--- src/sv/bmh_pkg.sv ---
package bmh_pkg;

    localparam int PRIO_W  = 32;
    localparam int ID_W    = 32;
    localparam int COUNT_W = 6;

    typedef struct packed {
        logic signed [PRIO_W-1:0] prio;
        logic signed [ID_W-1:0]   id;
    } entry_t;

    typedef enum logic [1:0] {
        STATUS_DONE  = 2'd0,
        STATUS_FULL  = 2'd1,
        STATUS_EMPTY = 2'd2
    } status_t;

    localparam logic OP_INSERT = 1'b0;
    localparam logic OP_REMOVE = 1'b1;

    typedef enum logic [2:0] {
        ST_IDLE,
        ST_UP_RD,
        ST_UP_CMP,
        ST_LAST_LD,
        ST_DN_RD,
        ST_DN_CMP,
        ST_DONE
    } state_t;

endpackage

--- src/sv/bmh_store.sv ---
module bmh_store #(
    parameter int DEPTH = 32,
    parameter int AW    = 5
) (
    input  logic            aclk,
    input  logic            wr_en,
    input  logic [AW-1:0]   wr_addr,
    input  bmh_pkg::entry_t wr_data,
    input  logic [AW-1:0]   rd_a_addr,
    input  logic [AW-1:0]   rd_b_addr,
    output bmh_pkg::entry_t rd_a_data,
    output bmh_pkg::entry_t rd_b_data
);
    import bmh_pkg::*;

    entry_t mem [DEPTH];
    entry_t rd_a_reg;
    entry_t rd_b_reg;

    always_ff @(posedge aclk) begin
        if (wr_en) begin
            mem[wr_addr] <= wr_data;
        end
    end

    always_ff @(posedge aclk) begin
        rd_a_reg <= mem[rd_a_addr];
        rd_b_reg <= mem[rd_b_addr];
    end

    assign rd_a_data = rd_a_reg;
    assign rd_b_data = rd_b_reg;

endmodule

--- src/sv/binary_min_heap_priority_queue_unit.sv ---
// binary min-heap priority queue of (priority, id) entries, smaller priority first
// input channel s_*: s_operation 0 inserts (s_priority_req, s_patron_id), 1 removes the minimum
// result channel m_*: one result per request with status, the removed entry, the count
// and the root entry after the operation (zeros where not meaningful)
// the heap lives in a single ram with one write and two registered read ports
// an insert climbs from the end of the heap, L being the levels climbed,
// and is written without a parent read at the root (also into an empty queue);
// a remove moves the last entry to the root and sifts it down, L being the levels
// descended, until it ends on a leaf or no child is smaller; L <= log2(CAPACITY)
// a full insert, an empty remove or the remove of the only entry skips the heap walk
// each level takes a ram read state and then a compare/write state
// one request is worked on at a time; s_ready is high whenever the walker is idle,
// so the next request is taken while a finished result still waits on m_ready
// the next request is taken in the cycle after a result is loaded
// a stalled receiver holds the result in the output register; a further finished
// result waits in the walker until the output register frees up
// reset (aresetn low, synchronous) empties the queue and drops any pending result;
// ram contents are not cleared, only entries below the count are ever read
module binary_min_heap_priority_queue_unit #(
    parameter int CAPACITY = 32
) (
    input  logic                                  aclk,
    input  logic                                  aresetn,
    input  logic                                  s_valid,
    output logic                                  s_ready,
    input  logic                                  s_operation,
    input  logic signed [bmh_pkg::PRIO_W-1:0]     s_priority_req,
    input  logic signed [bmh_pkg::ID_W-1:0]       s_patron_id,
    output logic                                  m_valid,
    input  logic                                  m_ready,
    output logic [1:0]                            m_status,
    output logic signed [bmh_pkg::PRIO_W-1:0]     m_removed_priority,
    output logic signed [bmh_pkg::ID_W-1:0]       m_removed_id,
    output logic [bmh_pkg::COUNT_W-1:0]           m_entry_count_out,
    output logic                                  m_min_valid,
    output logic signed [bmh_pkg::PRIO_W-1:0]     m_min_priority,
    output logic signed [bmh_pkg::ID_W-1:0]       m_min_id
);
    import bmh_pkg::*;

    localparam int AW = (CAPACITY > 1) ? $clog2(CAPACITY) : 1;
    localparam int CW = $clog2(CAPACITY + 1);
    localparam int IW = AW + 1;
    localparam logic [CW-1:0] FULL_COUNT = CW'(CAPACITY);

    state_t          state_reg, state_next;
    logic [CW-1:0]   count_reg, count_next;
    logic [AW-1:0]   pos_reg, pos_next;
    entry_t          hold_reg, hold_next;
    entry_t          root_reg;
    status_t         status_reg, status_next;
    entry_t          removed_reg, removed_next;

    logic            out_valid_reg, out_valid_next;
    status_t         out_status_reg;
    entry_t          out_removed_reg;
    logic [CW-1:0]   out_count_reg;
    entry_t          out_root_reg;
    logic            out_load;

    logic            wr_en;
    logic [AW-1:0]   wr_addr;
    entry_t          wr_data;
    logic [AW-1:0]   rd_a_addr;
    logic [AW-1:0]   rd_b_addr;
    entry_t          rd_a_data;
    entry_t          rd_b_data;

    logic [CW-1:0]   count_dec;
    logic [AW-1:0]   parent;
    logic [IW-1:0]   left_idx;
    logic [IW-1:0]   right_idx;
    logic [IW-1:0]   count_ext;
    logic            take_left;
    logic            take_right;
    entry_t          cand;

    bmh_store #(
        .DEPTH (CAPACITY),
        .AW    (AW)
    ) u_store (
        .aclk      (aclk),
        .wr_en     (wr_en),
        .wr_addr   (wr_addr),
        .wr_data   (wr_data),
        .rd_a_addr (rd_a_addr),
        .rd_b_addr (rd_b_addr),
        .rd_a_data (rd_a_data),
        .rd_b_data (rd_b_data)
    );

    assign count_dec = count_reg - 1'b1;
    assign parent    = (pos_reg - 1'b1) >> 1;
    assign left_idx  = {pos_reg, 1'b1};
    assign right_idx = left_idx + 1'b1;
    assign count_ext = IW'(count_reg);

    // sift-down child choice: left first, right only when strictly below the best so far
    assign take_left  = (left_idx < count_ext) &&
                        ($signed(rd_a_data.prio) < $signed(hold_reg.prio));
    assign cand       = take_left ? rd_a_data : hold_reg;
    assign take_right = (right_idx < count_ext) &&
                        ($signed(rd_b_data.prio) < $signed(cand.prio));

    assign s_ready  = (state_reg == ST_IDLE);
    assign out_load = (state_reg == ST_DONE) && (!out_valid_reg || m_ready);

    always_comb begin
        state_next   = state_reg;
        count_next   = count_reg;
        pos_next     = pos_reg;
        hold_next    = hold_reg;
        status_next  = status_reg;
        removed_next = removed_reg;
        wr_en        = 1'b0;
        wr_addr      = pos_reg;
        wr_data      = hold_reg;
        rd_a_addr    = left_idx[AW-1:0];
        rd_b_addr    = right_idx[AW-1:0];

        case (state_reg)
            ST_IDLE: begin
                if (s_valid) begin
                    status_next  = STATUS_DONE;
                    removed_next = '0;
                    if (s_operation == OP_INSERT) begin
                        if (count_reg == FULL_COUNT) begin
                            status_next = STATUS_FULL;
                            state_next  = ST_DONE;
                        end else begin
                            hold_next  = '{prio: s_priority_req, id: s_patron_id};
                            pos_next   = count_reg[AW-1:0];
                            count_next = count_reg + 1'b1;
                            state_next = ST_UP_RD;
                        end
                    end else begin
                        if (count_reg == '0) begin
                            status_next = STATUS_EMPTY;
                            state_next  = ST_DONE;
                        end else begin
                            removed_next = root_reg;
                            count_next   = count_dec;
                            if (count_dec == '0) begin
                                state_next = ST_DONE;
                            end else begin
                                // fetch the last entry, it restarts from the root
                                rd_a_addr  = count_dec[AW-1:0];
                                state_next = ST_LAST_LD;
                            end
                        end
                    end
                end
            end
            ST_UP_RD: begin
                if (pos_reg == '0) begin
                    wr_en      = 1'b1;
                    state_next = ST_DONE;
                end else begin
                    rd_a_addr  = parent;
                    state_next = ST_UP_CMP;
                end
            end
            ST_UP_CMP: begin
                wr_en = 1'b1;
                if ($signed(hold_reg.prio) < $signed(rd_a_data.prio)) begin
                    // parent moves down into the hole
                    wr_data    = rd_a_data;
                    pos_next   = parent;
                    state_next = ST_UP_RD;
                end else begin
                    state_next = ST_DONE;
                end
            end
            ST_LAST_LD: begin
                hold_next  = rd_a_data;
                pos_next   = '0;
                state_next = ST_DN_RD;
            end
            ST_DN_RD: begin
                if (left_idx >= count_ext) begin
                    wr_en      = 1'b1;
                    state_next = ST_DONE;
                end else begin
                    state_next = ST_DN_CMP;
                end
            end
            ST_DN_CMP: begin
                wr_en = 1'b1;
                if (take_right) begin
                    wr_data    = rd_b_data;
                    pos_next   = right_idx[AW-1:0];
                    state_next = ST_DN_RD;
                end else if (take_left) begin
                    wr_data    = rd_a_data;
                    pos_next   = left_idx[AW-1:0];
                    state_next = ST_DN_RD;
                end else begin
                    state_next = ST_DONE;
                end
            end
            ST_DONE: begin
                if (out_load) begin
                    state_next = ST_IDLE;
                end
            end
            default: begin
                state_next = ST_IDLE;
            end
        endcase
    end

    always_comb begin
        out_valid_next = out_valid_reg;
        if (m_ready) begin
            out_valid_next = 1'b0;
        end
        if (out_load) begin
            out_valid_next = 1'b1;
        end
    end

    always_ff @(posedge aclk) begin
        if (!aresetn) begin
            state_reg     <= ST_IDLE;
            count_reg     <= '0;
            out_valid_reg <= 1'b0;
        end else begin
            state_reg     <= state_next;
            count_reg     <= count_next;
            out_valid_reg <= out_valid_next;
        end
    end

    always_ff @(posedge aclk) begin
        pos_reg     <= pos_next;
        hold_reg    <= hold_next;
        status_reg  <= status_next;
        removed_reg <= removed_next;
        // shadow copy of the root entry
        if (wr_en && (wr_addr == '0)) begin
            root_reg <= wr_data;
        end
        if (out_load) begin
            out_status_reg  <= status_reg;
            out_removed_reg <= removed_reg;
            out_count_reg   <= count_reg;
            out_root_reg    <= (count_reg != '0) ? root_reg : '0;
        end
    end

    assign m_valid            = out_valid_reg;
    assign m_status           = out_status_reg;
    assign m_removed_priority = out_removed_reg.prio;
    assign m_removed_id       = out_removed_reg.id;
    assign m_entry_count_out  = COUNT_W'(out_count_reg);
    assign m_min_valid        = (out_count_reg != '0);
    assign m_min_priority     = out_root_reg.prio;
    assign m_min_id           = out_root_reg.id;

endmodule

--- config.mk ---
export PLATFORM = sky130hd
export DESIGN_NAME = binary_min_heap_priority_queue_unit
export DESIGN_NICKNAME = d
export VERILOG_FILES = /design/src/sv/bmh_pkg.sv /design/src/sv/bmh_store.sv /design/src/sv/binary_min_heap_priority_queue_unit.sv
export SDC_FILE = /design/constraint.sdc
export NUM_CORES = 2
export LEC_CHECK = 0
export ABC_CLOCK_PERIOD_IN_PS = 9100
export BUFFER_PORTS_ARGS = -buffer_cell sky130_fd_sc_hd__buf_2
export CAP_MARGIN = 20
export CORE_MARGIN = 2
export CORE_UTILIZATION = 55
export DETAILED_ROUTE_END_ITERATION = 12
export PLACE_DENSITY = 0.72
export SETUP_SLACK_MARGIN = 0.5
export SLEW_MARGIN = 30
export SYNTH_ARGS = -nofsm -noshare
export SYNTH_HDL_FRONTEND = slang
export SYNTH_SLANG_ARGS = --single-unit
--- constraint.sdc ---
create_clock -name aclk -period 9.1 [get_ports aclk]
set_clock_uncertainty 0.05 [all_clocks]
set_input_delay 2.275 -clock aclk [delete_from_list [all_inputs] [get_ports aclk]]
set_output_delay 2.275 -clock aclk [all_outputs]
set_load 0.02 [all_outputs]
; ---- Word level (Yosys, flattened, before mapping)
; Memories as Yosys holds them, arrays and structs flattened. A register that Yosys moved wholly into a read port is not among the register bits.
; Index checks and enable logic that the tools add are counted.
; Widths: inputs -> output; s select.
[totals]
ff_bits = 345
ram_bits = 2048
input_bits = 69
output_inout_bits = 139
elab_cells = 112
mem_count = 1
[classes]
addsub = 4
n_lt_le_gt_ge = 6
n_eq_ne = 15
muxes = 46
bitwise_logic = 1
n_reduce_logical = 22
[memory_table]
columns = name, words, word_bits, read_ports, rd_clocked_by_memory_dff, write_ports, line
row1 = u_store.mem, 32, 64, 2, 2, 1, bmh_store.sv:16  ; entry_t mem [DEPTH];
[ops]
columns = op, n
row1 = $mux 64, 6
row2 = $pmux 64 s2, 2
row3 = $lt 32x32->1, 3
row4 = $mux 5, 11
row5 = $mux 3, 8
row6 = $pmux 3 s7, 1
row7 = $pmux 5 s4, 1
row8 = $mux 6, 3
row9 = $ne 2x2->1 const B, 7
row10 = $add 6x1->6 const B, 2
row11 = $logic_not 6->1, 2
row12 = $lt 6x6->1, 2
row13 = $reduce_bool 6->1, 2
row14 = $mux 2, 5
row15 = $pmux 5 s2, 1
row16 = $eq 3x3->1 const B, 3
row17 = $reduce_and 4->1, 2
row18 = $mux 1, 7
row19 = $eq 3x2->1 const B, 2
row20 = $eq 6x6->1 const B, 1
row21 = $ge 6x6->1, 1
row22 = $reduce_and 6->1, 1
row23 = $sub 6x1->6 const B, 1
row24 = $logic_not 5->1, 1
row25 = other kinds (13), 19

; ---- Longest topological paths before layout
[logic_depth]
word_depth = 7
depth_mapped = 23
ltp_nobuf = 19

; ---- Hierarchy
; Synthesis repeated with hierarchy kept, for this count alone.
[unflattened]
cells_unflattened = 5712
hier_area_um2 = 113440.0
[by_module_without_submodules]
columns = mod, instances, cells_per_inst, area_per_inst_um2, seq_area_each_um2
row1 = bmh_store, 1, 4425, 96653.9, 64061.4
row2 = binary_min_heap_priority_queue_unit, 1, 1287, 16786.1, 10259.8

; ---- Worst setup path after synthesis
; OpenSTA, ideal clock, no wires.
[synth_timing]
kind = input to register
start = input port m_ready
end = register out_count_reg[0], in the netlist m_entry_count_out[0], enable pin
setup_time_ns = 0.633
t_arrival_ns = 7.990
required_time_ns = 8.417
path_slack_ns = 0.427
path_stages = 2
n_path_buf = 0
cell_sequence = nor2b_1 -> nor2_1
[synth_via]
elab_chain_cells = 2
[synth_lines]
columns = element, line
row1 = "start, declared", binary_min_heap_priority_queue_unit.sv:30  ; input logic m_ready,
row2 = $logic_or 1x1->1, binary_min_heap_priority_queue_unit.sv:106  ; assign out_load = (state_reg == ST_DONE) && (!out_valid_reg || m_ready);
row3 = $logic_and 1x1->1, binary_min_heap_priority_queue_unit.sv:106
row4 = named net out_load, binary_min_heap_priority_queue_unit.sv:59  ; logic out_load;
row5 = "end signal, assigned", binary_min_heap_priority_queue_unit.sv:246  ; out_count_reg <= count_reg;
row6 = "end, declared", binary_min_heap_priority_queue_unit.sv:57  ; logic [CW-1:0] out_count_reg;
; The timed path passes the listed nets, and every way through them passes these cells.
; A chain may end at the register's enable or synchronous reset.

==> out/qor.yml <==
synth:
  async_flop_share_pct: 0
  synth_area_per_cell_um2: 14.0
  yosys.area.top_type: "edfxtp_1"
  synth_edf_count: 2383
  synth_flop_cell: "edfxtp_1"
  ys_types: 88
  synth_commonest_cells: "edfxtp_1, nand2_1, a31oi_1"
  ys_ff_latch: 2521
  ys_seq_area_share_pct: 69.3
  yosysWarnings: 0
  synthCells: 7676
  yosysMostFrequentCell: "edfxtp_1"
  yosys-top-cells-area: "edfxtp_1, mux4_2, nand2_1"
  synth_fp_nets: 7826
  syn_area_um2: 107000
  yosysTopAreaCellShare_pct: 66.7
outcome:
  status: "finished clean"
critical_path:
  start_kind: "flop"
  cp-end-kind: "flop"
  cp.arrival_ns: 8.27
  cp.required_ns: 9.65
  worstSetupPathType: "flop to flop"
  cp_max_fo: 33
routing:
  drc: 0
  drtIter0Drc: 11700
  drt-total-wl_mm: 331
  num_vias: 70900
  ant_nets: 0
  detail_route.wl_per_cell_um: 31.6
  viasPerCell: 6.77
  firstDrtPassIters: 6
hold_path:
  hp-class: "flop to flop"
sta:
  worst_slew_pin_slew_ns: 1.23
  period_needed_ns: 7.71
  slew_viol_final: 0
  rsz0062_at_grt: "no"
  max_slew_margin_pct: 18.3
  min_period_over_period_pct: 84.8
  hold_violations: 0
  fin_setup_tns_ns: 0
  fmax_mhz: 130
  finalSetupViolations: 0
global_route:
  grt_pass1_vias: 67800
  grt_pass1_wl_mm: 471
  grt_max_degree: 212
  gr-usage-all-layers_pct: 32.9
  antenna_found_initial: 4
  gr-total-overflow: 0
clock_network:
  cts_root_buffer: "clkbuf_16"
  cts_tree: "yes"
  post_cts_buffers: 0
  htreeDepth: 4
  post_cts_resized: 0
  cts.path.max_buffers: 3
  clock_latency_ns: 0.90
  cts_buffers: 237
  cts_sinks: 2521
  path_clk_slew_ns: 0.06
  cts_hold_buf: 0
placed_design:
  dpl_cell_area_um2: 111000
  portBuffers: 207
  gp_congestion: 0.919
  post-dp-hpwl_mm: 170
power_and_ir_drop:
  power_density_nw_per_um2: 417
  pwr-share-comb_pct: 46.6
  swShare_pct: 41.5
  clkPwrFrac_pct: 20.0
  p_int_uw: 29100
  power.share.sequential_pct: 33.4
  p_switching_uw: 20600
  ir_worst_vdd_mv: 0.655
  power_uw: 49700
  p_leak_uw: 0.0407
floorplanning:
  core_um2: 194000
  die_h_um: 446
  start_util_pct: 55.2
  placementRows: 162
  fp.dieW_um: 446
  io_pins: 208
  die_area_um2: 199000
finish:
  top_register: "u_store.mem"
  largest_reg_flops: 2048
  nets: 7869
  fillers: 13900
  drive_gt1_share_pct: 15.3
  final_cell_area_um2: 119000
  syn_to_final_growth_pct: 11.1
flow_run:
  maxCapViolCount: 0
[area by class of cell]
class | instances | area, um^2 | share of cell area [%]
inverter | 58 | 218 | 0.183
antenna | 4 | 10.0 | 0.00840
sequential | 2521 | 74300 | 62.4
timing repair buffer | 368 | 2950 | 2.47
tap | 2542 | 3180 | 2.67
clock inverter | 133 | 1250 | 1.05
multi-input combinational | 4533 | 30700 | 25.8
clock buffer | 317 | 6540 | 5.49
[metal layers]
metal,GRT usage [%],wire (um),vias to the layer above
li1,-,-,29400
met1,42.8,115000,35200
met2,50.6,152000,5333
met3,7.32,40500,1036
met4,20.7,23900,2
met5,0,9,-
[final timing paths]
kind	endpoint	start	cells past startpoint	slack (ns)
setup reg to reg	u_store.mem[4][59]	u_store.rd_a_data[45]	21	1.39
setup / recovery	u_store.mem[4][59]	u_store.rd_a_data[45]	21	1.39
hold reg to reg	m_removed_id[8]	removed_reg[8]	0	0.37
hold / removal	m_removed_id[8]	removed_reg[8]	0	0.37
[worst max-delay path, cell delays in order (launching register included)]
cell,delay [ns]
dfxtp_1,0.36
inv_1,0.07
ha_1,0.30
a21o_1,0.17
a21o_1,0.17
a222oi_1,0.72
a31oi_1,0.28
a21o_1,0.27
o21ai_4,0.14
buf_4,0.54
mux2i_1,0.20
ha_1,0.35
nand3_1,0.11
nor3_1,0.23
nand3_1,0.32
or4_1,0.75
a41oi_1,0.39
and2_1,0.26
nand3_1,0.14
nand2_4,0.45
buf_4,0.42
a221o_2,0.67
[cell usage in the layout (no fill, tap or decap), types with 14 or more instances in the layout]
| master | netlist | layout |
|---|---|---|
| inv_1 | 57 | 57 |
| edfxtp_1 | 2383 | 2383 |
| mux4_2 | 320 | 320 |
| clkinvlp_4 | 0 | 14 |
| clkinv_1 | 0 | 40 |
| a32o_1 | 38 | 38 |
| a221o_2 | 0 | 60 |
| dfxtp_1 | 138 | 138 |
| nor2_1 | 59 | 25 |
| buf_4 | 24 | 104 |
| nor2_4 | 0 | 34 |
| nor2b_1 | 72 | 71 |
| o21ai_0 | 176 | 176 |
| buf_2 | 244 | 206 |
| clkbuf_8 | 0 | 18 |
| o221ai_1 | 63 | 63 |
| o32ai_1 | 61 | 61 |
| nand2_1 | 1799 | 1797 |
| clkbuf_1 | 237 | 56 |
| mux2_2 | 33 | 33 |
| bufinv_16 | 0 | 19 |
| a31oi_1 | 338 | 338 |
| a211oi_1 | 163 | 163 |
| clkbuf_16 | 0 | 243 |
| nand3_1 | 316 | 316 |
| clkinv_2 | 0 | 47 |
| ha_1 | 81 | 80 |
| a311oi_1 | 35 | 35 |
| a21oi_1 | 229 | 228 |
| and2_1 | 225 | 225 |
| buf_12 | 0 | 36 |
| mux2i_1 | 36 | 36 |
| and3_1 | 253 | 252 |
| a22o_1 | 23 | 23 |
[power groups by stage]
stage                     clock network (uW)  registers, uW  logic, uW
final                                   9940          16600      23200
after global routing                   10400          16700      24400
after CTS                               9960          16700      22600
after detailed placement                   0          16900      22400
after global placement                     0          16800      22000
after floorplan                            0          16700      15000
[cell families after synthesis]
group	synth area share, %
AND/OR/NAND/NOR	11.7
AO/OA/AOI/OAI	8.02
multiplexers	7.40
flip-flops	69.3
buffers and inverters	2.59
adder cells (fa/ha/maj)	0.945
XOR/XNOR	0.0898
[metrics by stage]
stage                     utilization (%)  setup WS [ns]  std cells  hold WS (ns)
after global placement               57.0           1.43      10000         0.352
final                                61.3           1.39      10500         0.366
after CTS                            61.2           1.28      10500         0.365
after global routing                 61.3           1.20      10500         0.371
after floorplan                         -           2.53       7676         0.350
after detailed placement             57.2           1.34      10000         0.355
No activity file was read; power rests on OpenSTA's default activity.
